--- config.mk ---
export PLATFORM = sky130hd
export DESIGN_NAME = two_wire_key_event_reader
export DESIGN_NICKNAME = d
export VERILOG_FILES = /design/src/sv/tkr_pkg.sv /design/src/sv/tkr_seq.sv /design/src/sv/two_wire_key_event_reader.sv
export SDC_FILE = /design/constraint.sdc
export NUM_CORES = 1
export LEC_CHECK = 0
export BUFFER_PORTS_ARGS = -buffer_cell sky130_fd_sc_hd__buf_2
export CORE_UTILIZATION = 60
export CTS_CLUSTER_SIZE = 30
export DETAILED_ROUTE_END_ITERATION = 8
export MAX_ROUTING_LAYER = met4
export PLACE_DENSITY = 0.94
export SYNTH_ARGS = -nofsm -noshare
export SYNTH_HDL_FRONTEND = slang
export SYNTH_SLANG_ARGS = --single-unit
--- constraint.sdc ---
create_clock -name clk -period 5.7 [get_ports clk]
set_input_delay 0 -clock clk [delete_from_list [all_inputs] [get_ports clk]]
set_output_delay 0 -clock clk [all_outputs]
set_load 0.1 [all_outputs]
--- src/sv/tkr_pkg.sv ---
// ----------------------------------------------------------------------------
// tkr_pkg
// Shared types, constants and slot decode for the two-wire key event reader.
// ----------------------------------------------------------------------------
package tkr_pkg;

    localparam int unsigned SLOT_W = 6;
    localparam int unsigned TICK_W = 16;
    localparam int unsigned COLS_W = 5;
    localparam int unsigned APB_AW = 3;
    localparam int unsigned APB_DW = 32;

    localparam logic [TICK_W-1:0] TICKS_RESET = 16'd1250;
    localparam logic [COLS_W-1:0] COLS_RESET  = 5'd8;

    // register index, taken from paddr[2]
    localparam logic REG_ACTION_TICKS = 1'b0;
    localparam logic REG_COLUMNS      = 1'b1;

    // slot codes
    localparam logic [SLOT_W-1:0] SLOT_START     = 6'd0;
    localparam logic [SLOT_W-1:0] SLOT_CLK_HI    = 6'd1;
    localparam logic [SLOT_W-1:0] SLOT_DATA_LO   = 6'd2;
    localparam logic [SLOT_W-1:0] SLOT_CLK_LO    = 6'd3;
    localparam logic [SLOT_W-1:0] SLOT_RELEASE   = 6'd4;
    localparam logic [SLOT_W-1:0] SLOT_TURN_HI   = 6'd5;
    localparam logic [SLOT_W-1:0] SLOT_BIT_FIRST = 6'd6;
    localparam logic [SLOT_W-1:0] SLOT_BIT_LAST  = 6'd21;
    localparam logic [SLOT_W-1:0] SLOT_ACK_START = 6'd22;
    localparam logic [SLOT_W-1:0] SLOT_ACK_LO    = 6'd23;
    localparam logic [SLOT_W-1:0] SLOT_ACK_CLK   = 6'd24;
    localparam logic [SLOT_W-1:0] SLOT_STOP      = 6'd25;
    localparam logic [SLOT_W-1:0] SLOT_COUNT     = 6'd26;

    localparam logic [7:0] RELEASE_BIT = 8'h80;
    localparam logic [7:0] NIBBLE_MASK = 8'h0f;
    localparam logic [2:0] ROW_MASK    = 3'h7;

    typedef struct packed {
        logic clock;
        logic data;
        logic drive;
    } pins_t;

    localparam pins_t PINS_RESET = '{clock: 1'b1, data: 1'b1, drive: 1'b0};

    typedef struct packed {
        pins_t      pins;
        logic       event_valid;
        logic       key_released;
        logic [2:0] key_row;
        logic [3:0] key_column;
        logic [6:0] scan_index;
    } result_t;

    function automatic logic is_sample_slot(input logic [SLOT_W-1:0] s);
        return (s >= SLOT_BIT_FIRST) && (s <= SLOT_BIT_LAST) && !s[0];
    endfunction

    function automatic pins_t apply_slot(input pins_t p, input logic [SLOT_W-1:0] s);
        pins_t q;
        q = p;
        case (s)
            SLOT_START, SLOT_ACK_START:
            begin
                q.drive = 1'b1;
                q.data  = 1'b1;
            end
            SLOT_DATA_LO, SLOT_ACK_LO:
            begin
                q.data = 1'b0;
            end
            SLOT_RELEASE:
            begin
                q.drive = 1'b0;
            end
            SLOT_STOP:
            begin
                q.drive = 1'b0;
                q.clock = 1'b1;
            end
            SLOT_CLK_LO, SLOT_ACK_CLK:
            begin
                q.clock = 1'b0;
            end
            default:
            begin
                q.clock = !is_sample_slot(s);
            end
        endcase
        return q;
    endfunction

endpackage

--- src/sv/tkr_seq.sv ---
// ----------------------------------------------------------------------------
// tkr_seq
// Slot sequencer: pin actions, bit sampling and key decode, one tick per word.
// ----------------------------------------------------------------------------
module tkr_seq
(
    input  logic                          clk,
    input  logic                          rst_n,
    input  logic                          step,
    input  logic                          irq_level,
    input  logic                          data_level,
    input  logic [tkr_pkg::TICK_W-1:0]    action_ticks,
    input  logic [tkr_pkg::COLS_W-1:0]    columns,
    output tkr_pkg::result_t              result
);
    import tkr_pkg::*;

    logic [SLOT_W-1:0] slot_reg, slot_next;
    logic [TICK_W-1:0] tick_reg, tick_next;
    logic [7:0]        byte_reg, byte_next;
    logic              busy_reg, busy_next;
    logic              last_irq_reg, last_irq_next;
    pins_t             pins_reg, pins_next;

    logic [TICK_W-1:0] tick_inc;
    logic [SLOT_W-1:0] slot_inc;
    logic [SLOT_W-1:0] bit_offset;
    logic              done;
    logic [3:0]        col;
    logic [2:0]        row;
    logic [7:0]        product;
    logic [7:0]        scan_sum;

    always_comb
    begin
        tick_inc      = tick_reg + 16'd1;
        slot_inc      = slot_reg + 6'd1;
        bit_offset    = slot_reg - SLOT_BIT_FIRST;
        slot_next     = slot_reg;
        tick_next     = tick_reg;
        byte_next     = byte_reg;
        busy_next     = busy_reg;
        pins_next     = pins_reg;
        last_irq_next = irq_level;
        done          = 1'b0;
        if (!busy_reg)
        begin
            if (last_irq_reg && !irq_level)
            begin
                busy_next = 1'b1;
                slot_next = SLOT_START;
                tick_next = '0;
                byte_next = '0;
                pins_next = apply_slot(pins_reg, SLOT_START);
            end
        end
        else
        begin
            tick_next = tick_inc;
            if (tick_inc >= action_ticks)
            begin
                if (is_sample_slot(slot_reg) && data_level)
                begin
                    byte_next = byte_reg | (RELEASE_BIT >> bit_offset[3:1]);
                end
                tick_next = '0;
                if (slot_inc >= SLOT_COUNT)
                begin
                    busy_next = 1'b0;
                    slot_next = SLOT_START;
                    done      = 1'b1;
                end
                else
                begin
                    slot_next = slot_inc;
                    pins_next = apply_slot(pins_reg, slot_inc);
                end
            end
        end
    end

    // key decode; the last data bit lands well before the stop slot
    always_comb
    begin
        row      = byte_reg[6:4] & ROW_MASK;
        col      = byte_reg[3:0] & NIBBLE_MASK[3:0];
        if (col != 4'd0)
        begin
            col = col - 4'd1;
        end
        product  = {5'd0, row} * {3'd0, columns};
        scan_sum = product + {4'd0, col};

        result.pins         = pins_next;
        result.event_valid  = done;
        result.key_released = done & |(byte_reg & RELEASE_BIT);
        result.key_row      = done ? row : 3'd0;
        result.key_column   = done ? col : 4'd0;
        result.scan_index   = done ? scan_sum[6:0] : 7'd0;
    end

    always_ff @(posedge clk or negedge rst_n)
    begin
        if (!rst_n)
        begin
            slot_reg     <= SLOT_START;
            tick_reg     <= '0;
            byte_reg     <= '0;
            busy_reg     <= 1'b0;
            last_irq_reg <= 1'b1;
            pins_reg     <= PINS_RESET;
        end
        else if (step)
        begin
            slot_reg     <= slot_next;
            tick_reg     <= tick_next;
            byte_reg     <= byte_next;
            busy_reg     <= busy_next;
            last_irq_reg <= last_irq_next;
            pins_reg     <= pins_next;
        end
    end

endmodule

--- src/sv/two_wire_key_event_reader.sv ---
// ----------------------------------------------------------------------------
// two_wire_key_event_reader
// Host-clocked two-wire keypad reader with APB configuration.
// ----------------------------------------------------------------------------
// Usage:
//   Input channel (in_valid/in_ready): one word per clock tick of the pin
//   sampler, carrying irq_level and data_level. A falling irq edge while idle
//   starts a 26-slot read, each slot action_ticks words long.
//   Output channel (out_valid/out_ready): one word per input word with the
//   pin levels to drive and, on the word that ends a read, the key event.
//   Each accepted input word passes through the output register to out_valid; one word is taken
//   every cycle while the receiver keeps out_ready high.
//   The output register plus a one-word skid stage decouple the sides: when
//   the receiver stalls, one more word is accepted, then in_ready drops until
//   the output drains.
//   APB: action_ticks at 0x0, columns at 0x4; pready is always high.
//   Reset: idle, clock high, data released, action_ticks 1250, columns 8,
//   both words empty.
// ----------------------------------------------------------------------------
module two_wire_key_event_reader
(
    input  logic                          clk,
    input  logic                          rst_n,
    input  logic                          in_valid,
    output logic                          in_ready,
    input  logic                          irq_level,
    input  logic                          data_level,
    output logic                          out_valid,
    input  logic                          out_ready,
    output logic                          clock_out,
    output logic                          data_out,
    output logic                          data_drive,
    output logic                          event_valid,
    output logic                          key_released,
    output logic [2:0]                    key_row,
    output logic [3:0]                    key_column,
    output logic [6:0]                    scan_index,
    input  logic                          psel,
    input  logic                          penable,
    input  logic                          pwrite,
    input  logic [tkr_pkg::APB_AW-1:0]    paddr,
    input  logic [tkr_pkg::APB_DW-1:0]    pwdata,
    output logic [tkr_pkg::APB_DW-1:0]    prdata,
    output logic                          pready
);
    import tkr_pkg::*;

    logic [TICK_W-1:0] action_ticks_reg;
    logic [COLS_W-1:0] columns_reg;
    logic              cfg_write;
    logic              reg_sel;

    logic    in_fire;
    logic    out_fire;
    result_t seq_result;
    result_t out_reg, out_next;
    result_t skid_reg, skid_next;
    logic    out_valid_reg, out_valid_next;
    logic    skid_valid_reg, skid_valid_next;

    // configuration
    assign pready    = 1'b1;
    assign reg_sel   = paddr[APB_AW-1];
    assign cfg_write = psel & penable & pwrite & pready;

    always_comb
    begin
        case (reg_sel)
            REG_ACTION_TICKS: prdata = {{(APB_DW-TICK_W){1'b0}}, action_ticks_reg};
            REG_COLUMNS:      prdata = {{(APB_DW-COLS_W){1'b0}}, columns_reg};
            default:          prdata = '0;
        endcase
    end

    always_ff @(posedge clk or negedge rst_n)
    begin
        if (!rst_n)
        begin
            action_ticks_reg <= TICKS_RESET;
            columns_reg      <= COLS_RESET;
        end
        else if (cfg_write)
        begin
            if (reg_sel == REG_ACTION_TICKS)
            begin
                action_ticks_reg <= pwdata[TICK_W-1:0];
            end
            else
            begin
                columns_reg <= pwdata[COLS_W-1:0];
            end
        end
    end

    // sequencer
    assign in_ready = !skid_valid_reg;
    assign in_fire  = in_valid & in_ready;
    assign out_fire = out_valid_reg & out_ready;

    tkr_seq u_seq
    (
        .clk          (clk),
        .rst_n        (rst_n),
        .step         (in_fire),
        .irq_level    (irq_level),
        .data_level   (data_level),
        .action_ticks (action_ticks_reg),
        .columns      (columns_reg),
        .result       (seq_result)
    );

    // output word and skid word
    always_comb
    begin
        out_next        = out_reg;
        skid_next       = skid_reg;
        out_valid_next  = out_valid_reg;
        skid_valid_next = skid_valid_reg;
        if (skid_valid_reg)
        begin
            if (out_fire)
            begin
                out_next        = skid_reg;
                skid_valid_next = 1'b0;
            end
        end
        else if (in_fire)
        begin
            if (!out_valid_reg || out_fire)
            begin
                out_next       = seq_result;
                out_valid_next = 1'b1;
            end
            else
            begin
                skid_next       = seq_result;
                skid_valid_next = 1'b1;
            end
        end
        else if (out_fire)
        begin
            out_valid_next = 1'b0;
        end
    end

    always_ff @(posedge clk or negedge rst_n)
    begin
        if (!rst_n)
        begin
            out_valid_reg  <= 1'b0;
            skid_valid_reg <= 1'b0;
        end
        else
        begin
            out_valid_reg  <= out_valid_next;
            skid_valid_reg <= skid_valid_next;
        end
    end

    always_ff @(posedge clk)
    begin
        out_reg  <= out_next;
        skid_reg <= skid_next;
    end

    assign out_valid    = out_valid_reg;
    assign clock_out    = out_reg.pins.clock;
    assign data_out     = out_reg.pins.data;
    assign data_drive   = out_reg.pins.drive;
    assign event_valid  = out_reg.event_valid;
    assign key_released = out_reg.key_released;
    assign key_row      = out_reg.key_row;
    assign key_column   = out_reg.key_column;
    assign scan_index   = out_reg.scan_index;

endmodule

==> metrics.yaml, run 1 <==
status: "finished clean"
drtIter0Drc: 311
synth_edf_count: 38
grt_pass1_vias: 4654
finClkSkew_ns: 0.01800
port-buffer-count: 62
ir_worst_vdd_mv: 0.4167
hold_class: "in -> reg"
leakagePower_nw: 2.980
yosysUniqueCellTypes: 71
ctsHoldBuffers: 22
clock.fmax_mhz: 233.3
cts_tree: "built"
crit_type: "reg -> reg"
finalCriticalPeriod_ns: 4.286
max_cap_violations: 0
cpPeakStageDelay_ns: 1.14
rsz0062_at_grt: "false"
grt_max_degree: 59
drive_above_1_share_pct: 21.95
synth-main-ff-cell: "dfrtp_1"
antenna_found_initial: 0
fp.coreArea_mm2: 0.009774
worstSkewPairLatency_ns: 0.38
cts_buffers: 9
p_int_w: 0.001368
initial_core_util_pct: 62.11
finalSetupViolCount: 0
drt_first_pass_iters: 5
ctsResizeCount: 0
ant_nets: 0
critPathRequiredTime_ns: 5.99
maxSlewHeadroom_pct: 13.84
largest_reg_flops: 19
clk_pin_slew_ns: 0.10
final_max_slew_viol_count: 0
final_common_cell: "nand2_1"
swShare_pct: 50.09
crit_fanout: 21
synthCells: 590
utilization_pct: 69.37
dpl.hpwl_mm: 9.045
fin_setup_tns_ns: 0
diodes: 0
yosysWarnings: 0
postCtsSetupRepairBufs: 0
critPathLaunchType: "flop"
cts-root-buf: "clkbuf_8"
area_growth_pct: 11.69
p_clk_share_pct: 17.0
post_drt_wl_per_cell_um: 16.34
viasPerCell: 5.825
clock_path_buffers: 2
ys_ff_latch: 96
p_comb_share_pct: 46.6
hold_violations: 0
rows: 36
clkSinkCount: 96
grt-ovfl-total: 0
die_h_um: 102.6
crit_family: "compound AO/OA/AOI/OAI gates"
drc: 0
pwr-share-seq_pct: 36.4
gp_congestion: 0.9050
fin_crit_sh_pct: 75.19
cts.htree.levels: 3
ios: 98
slowest_stage: "a211oi_2"
synth-seq-area-share_pct: 42.89
syn_avg_cell_area_um2: 10.29
routed_wl_mm: 13.04
die_w_um: 102.6
grt_first_pass_wirelength_mm: 21.60
synthesis.area_mm2: 0.006071
switching_power_w: 0.001373
nNetsFinal: 747
arrival_ns: 4.57
cp.buffers_inverters: 0
worstMarginPinSlew_ns: 1.290
globalRouteTotalUtil_pct: 27.51
end_kind: "flop"
worstPathCellList: "nand4_1 > nor4_2 > and3_1 > xor2_1 > ha_1 > a21oi_1 > o21a_1 > o21ai_0 > a211oi_2 > a41oi_1 > a31oi_1"
async_flop_share_pct: 60.42
dieArea_mm2: 0.01052
mostFrequentLayoutCells: "nand2_1, buf_2, dfrtp_1"
dr_total_vias: 4648
cellPowerDensity_mw_per_mm2: 404.3
[worst register-to-register path: stages, from the launching register on]
cell and delay [ns]:
dfrtp_1 0.50, nand4_1 0.22, nor4_2 0.54, and3_1 0.31, xor2_1 0.17, ha_1 0.28
a21oi_1 0.18, o21a_1 0.13, o21ai_0 0.28, a211oi_2 1.14, a41oi_1 0.24, a31oi_1 0.21
[routing by layer]
layer	global-route usage [%]	share of wire (%)	vias up
met1	32.19	41	2235
li1	-	-	2200
met4	10.22	2.8	0
met2	46.51	51	175
met5	-	0	-
met3	5.966	4.9	38
[synth_stat cells, types with 3 or more instances]
| library cell | n | area share (%) |
|---|---|---|
| a21o_1 | 4 | 0.49 |
| a21oi_1 | 24 | 2.0 |
| a22o_1 | 13 | 1.9 |
| a31oi_1 | 10 | 1.0 |
| a32o_1 | 7 | 1.2 |
| a41oi_1 | 5 | 0.72 |
| and2_1 | 14 | 1.4 |
| and3_1 | 7 | 0.72 |
| buf_2 | 6 | 0.49 |
| buf_4 | 20 | 2.5 |
| buf_6 | 4 | 0.74 |
| clkbuf_1 | 11 | 0.68 |
| dfrtp_1 | 49 | 20 |
| dfstp_2 | 9 | 3.9 |
| edfxtp_1 | 38 | 19 |
| fa_1 | 6 | 2.0 |
| ha_1 | 37 | 7.6 |
| inv_1 | 48 | 3.0 |
| mux2_2 | 24 | 4.5 |
| nand2_1 | 65 | 4.0 |
| nand2b_1 | 5 | 0.52 |
| nand3_1 | 12 | 0.99 |
| nand4_1 | 5 | 0.52 |
| nand4b_1 | 3 | 0.43 |
| nor2_1 | 45 | 2.8 |
| nor2b_1 | 5 | 0.52 |
| nor3_1 | 4 | 0.33 |
| o21a_1 | 4 | 0.49 |
| o21ai_0 | 13 | 1.1 |
| o21ai_1 | 3 | 0.25 |
| o31ai_1 | 4 | 0.49 |
| o31ai_2 | 14 | 2.9 |
| xnor2_1 | 13 | 1.9 |
| xor2_1 | 11 | 1.6 |
[path summary, 6_finish.rpt]
check / from / to / slack [ns] / depth (start not counted)
min in group asynchronous: rst_n / u_seq.tick_reg[5] / 0.29 / 3
max in group asynchronous: rst_n / u_seq.byte_reg[4] / 4.91 / 3
hold reg to reg: action_ticks_reg[12] / action_ticks_reg[12] / 0.51 / 1
setup reg to reg: u_seq.tick_reg[3] / u_seq.tick_reg[13] / 1.41 / 11
hold / removal: pwrite / columns_reg[1] / 0.17 / 3
setup / recovery: u_seq.tick_reg[3] / u_seq.tick_reg[13] / 1.41 / 11
[stage by stage]
stage / power, W / worst slack [ns] / instance area (um2) / hold WS (ns) / instances
finish: 0.002741 / 1.414 / 6780 / 0.1746 / 798
global route: 0.002876 / 0.9898 / 6780 / 0.1745 / 798
CTS: 0.002741 / 1.416 / 6780 / 0.1458 / 798
detailed placement: 0.002254 / 1.609 / 6357 / 0.1839 / 760
global placement: 0.002210 / 1.717 / 6357 / 0.1776 / 760
floorplan: 0.002065 / 2.484 / 6127 / -0.2956 / 605
[logic make-up after synthesis]
group | count (synthesis) | synth area share (%)
AND/OR/NAND/NOR | 178 | 14.20
adder cells (fa/ha/maj) | 43 | 9.604
AO/OA/AOI/OAI | 131 | 17.52
multiplexers | 24 | 4.452
flip-flops | 96 | 42.89
XOR/XNOR | 25 | 3.730
buffers and inverters | 91 | 7.481
other | 2 | 0.1237
[power by group through the flow]
stage / Sequential, W / Combinational [W] / Clock, W
global route: 0.00102 / 0.00136 / 0.000493
detailed placement: 0.00101 / 0.00124 / 0
finish: 0.000999 / 0.00128 / 0.000466
floorplan: 0.00140 / 0.000665 / 0
CTS: 0.000997 / 0.00128 / 0.000469
global placement: 0.000999 / 0.00121 / 0
[layout make-up]
cell class	instances	area [um2]
well taps	133	166.4
inverters	48	180.2
clock inverters	6	65.06
repair buffers	87	553.0
fillers	651	2994
clock buffers	10	137.6
multi-input cells	418	3074
flip-flops and latches	96	2604
Power figures use the tool's default switching activity.
==> run 2, diff against run 1 <==
--- a/config.mk
+++ b/config.mk
@@ -5,12 +5,13 @@
 export SDC_FILE = /design/constraint.sdc
 export NUM_CORES = 1
 export LEC_CHECK = 0
+export ABC_AREA = 1
 export BUFFER_PORTS_ARGS = -buffer_cell sky130_fd_sc_hd__buf_2
-export CORE_UTILIZATION = 60
+export CORE_UTILIZATION = 52
 export CTS_CLUSTER_SIZE = 30
 export DETAILED_ROUTE_END_ITERATION = 8
 export MAX_ROUTING_LAYER = met4
-export PLACE_DENSITY = 0.94
+export PLACE_DENSITY = 0.87
 export SYNTH_ARGS = -nofsm -noshare
 export SYNTH_HDL_FRONTEND = slang
 export SYNTH_SLANG_ARGS = --single-unit
==> constraint.sdc (replaced) <==
create_clock -name clk -period 3.5 [get_ports clk]
set_input_delay 0 -clock clk [delete_from_list [all_inputs] [get_ports clk]]
set_output_delay 0 -clock clk [all_outputs]
set_load 0.1 [all_outputs]
==> run 2 against run 1 <==
Net effect:
- sequential share of layout area decreased by 1.3 points
- non-clock buffer count increased by 13
- critical path depth increased by 7
- hold slack improved by 0.13 ns
- critical endpoint is now scan_index[4]
- critical path type unchanged
- synthesized cell count increased by 19%
- combinational power increased by 120%
- register-to-register slack got worse by 1.2 ns
- fmax increased by 31%
- sequential cell count unchanged
==> metrics.yaml, run 2 <==
status: "finished clean"
dr_total_vias: 4838
synthesis.area_mm2: 0.006038
grt_pass1_vias: 4602
seqCellArea_mm2: 0.002604
drc: 0
clkSinkCount: 96
post_drt_wl_per_cell_um: 13.62
globalRouteTotalUtil_pct: 23.05
cellPowerDensity_mw_per_mm2: 793.1
grt-ovfl-total: 0
drt_first_pass_iters: 5
synth_top_area_share_pct: 20.31
cts.htree.levels: 3
port-buffer-count: 62
mostFrequentLayoutCells: "nand2_1, inv_1, o21ai_0"
yosys.cell_count.top_type: "nand2_1"
grt_max_degree: 59
synth_edf_count: 38
rows: 38
fin_crit_sh_pct: 93.83
finalSetupViolCount: 0
hold_violations: 0
nNetsFinal: 880
drive_above_1_share_pct: 21.68
ant_nets: 0
max_cap_violations: 0
final_common_cell: "nand2_1"
fin_setup_tns_ns: 0
finClkSkew_ns: 0.01695
leakagePower_nw: 3.692
worstMarginPinSlew_ns: 0.9174
syn_avg_cell_area_um2: 8.577
maxSlewHeadroom_pct: 38.69
dieArea_mm2: 0.01205
cts_tree: "built"
finalCriticalPeriod_ns: 3.284
end_kind: "flop"
grt_first_pass_wirelength_mm: 20.89
synthCells: 704
diodes: 0
synth_common_cells: "nand2_1, inv_1, o21ai_0, dfrtp_1, nor2_1"
die_w_um: 109.8
clock_path_buffers: 2
viasPerCell: 5.158
hold_class: "in -> reg"
initial_core_util_pct: 54.51
area_growth_pct: 16.27
arrival_ns: 3.48
ios: 98
gp_congestion: 0.9105
yosys.area.top_type: "dfrtp_1"
clk_pin_slew_ns: 0.07
fp.coreArea_mm2: 0.01108
synth-seq-area-share_pct: 43.12
largest_reg_flops: 19
fillers: 852
cts_buffers: 9
final_max_slew_viol_count: 0
cts-root-buf: "clkbuf_16"
crit_fanout: 5
multiInputGateArea_mm2: 0.002849
drtIter0Drc: 317
clock.fmax_mhz: 304.5
synth-main-ff-cell: "dfrtp_1"
worstSkewPairLatency_ns: 0.35
ys_ff_latch: 96
critPathLaunchType: "flop"
dpl.hpwl_mm: 8.643
die_h_um: 109.8
critPathRequiredTime_ns: 3.69
antenna_found_initial: 0
synth_area_leaders: "dfrtp_1, edfxtp_1, nand2_1, ha_1, inv_1"
yosysUniqueCellTypes: 51
crit_type: "reg -> reg"
async_flop_share_pct: 60.42
routed_wl_mm: 12.78
yosysWarnings: 0
utilization_pct: 63.37
ir_worst_vdd_mv: 0.7018
-- run 2: per-stage QoR --
step	power [W]	instances	hold slack (ns)	setup slack (ns)	cell area [um2]
3_5_place_dp	0.004505	898	0.2019	-0.05431	6425
6_report	0.005568	938	0.3018	0.2160	7020
5_1_grt	0.005902	938	0.3619	-0.03010	7020
3_3_place_gp	0.004398	898	0.1959	0.1144	6425
2_1_floorplan	0.004039	719	-0.2956	0.4576	6095
4_1_cts	0.005538	936	0.2900	0.01100	6939
-- run 2: cell families (layout without fill, tap and decap cells) --
group | after synthesis | count (layout) | synth area share (%)
xor+xnor | 17 | 17 | 2.466
compound gates | 120 | 120 | 11.21
flops | 96 | 96 | 43.12
fa+ha+maj | 43 | 43 | 9.656
buf+inv | 157 | 235 | 11.85
other cells | 2 | 17 | 0.1244
simple gates | 269 | 270 | 21.57
-- run 2: critical path: stages, from the launching register on --
cell     delay (ns)
dfrtp_1        0.35
nand2_1        0.11
nor3_2         0.22
nand2_2        0.09
nor2_2         0.11
nand4_1        0.15
buf_4          0.17
xor2_1         0.20
inv_1          0.07
ha_1           0.31
nand4_1        0.14
nor3_4         0.26
nand3_2        0.13
nand3_2        0.13
nand2_2        0.12
nor2_4         0.19
buf_4          0.14
nand3_1        0.09
o21ai_0        0.15
-- run 2: cell type report --
class                      instances  share of cell area (%)
timing repair buffer             100                   9.250
clock inverter                     6                  0.9446
multi-input combinational        467                   40.58
tap                              140                   2.495
inverter                         119                   6.380
clock buffer                      10                   3.261
sequential                        96                   37.09
-- run 2: path summary, 6_finish.rpt --
| kind | cells past startpoint | from | to | slack, ns |
|---|---|---|---|---|
| min in group asynchronous | 3 | rst_n | action_ticks_reg[9] | 0.33 |
| max reg2reg | 18 | u_seq.tick_reg[5] | scan_index[4] | 0.22 |
| min reg2reg | 2 | action_ticks_reg[2] | action_ticks_reg[2] | 0.49 |
| min | 4 | penable | columns_reg[3] | 0.30 |
| max | 18 | u_seq.tick_reg[5] | scan_index[4] | 0.22 |
| max in group asynchronous | 3 | rst_n | u_seq.slot_reg[2] | 2.67 |
-- run 2: power breakdown --
part	total, W	internal, W	switching [W]
Sequential	0.00174	0.00152	0.000219
Clock	0.000995	0.000557	0.000438
Combinational	0.00283	0.000659	0.00217
Total	0.00557	0.00274	0.00283
-- run 2: timing repair --
item	CTS	global route
buffers inserted	1	2
hold buffers	20	0
setup endpoints to repair	17	72
resized for setup	1	16
gates cloned	1	0
pin swaps	1	6
endpoints found under the hold margin	73	0
-- run 2: routing by layer --
metal	vias to the layer above	GRT usage, %	share of wire [%]
met5	-	-	0
met3	22	3.794	4.0
met1	2263	26.77	44
met4	0	6.571	1.4
li1	2403	-	-
met2	150	41.02	51
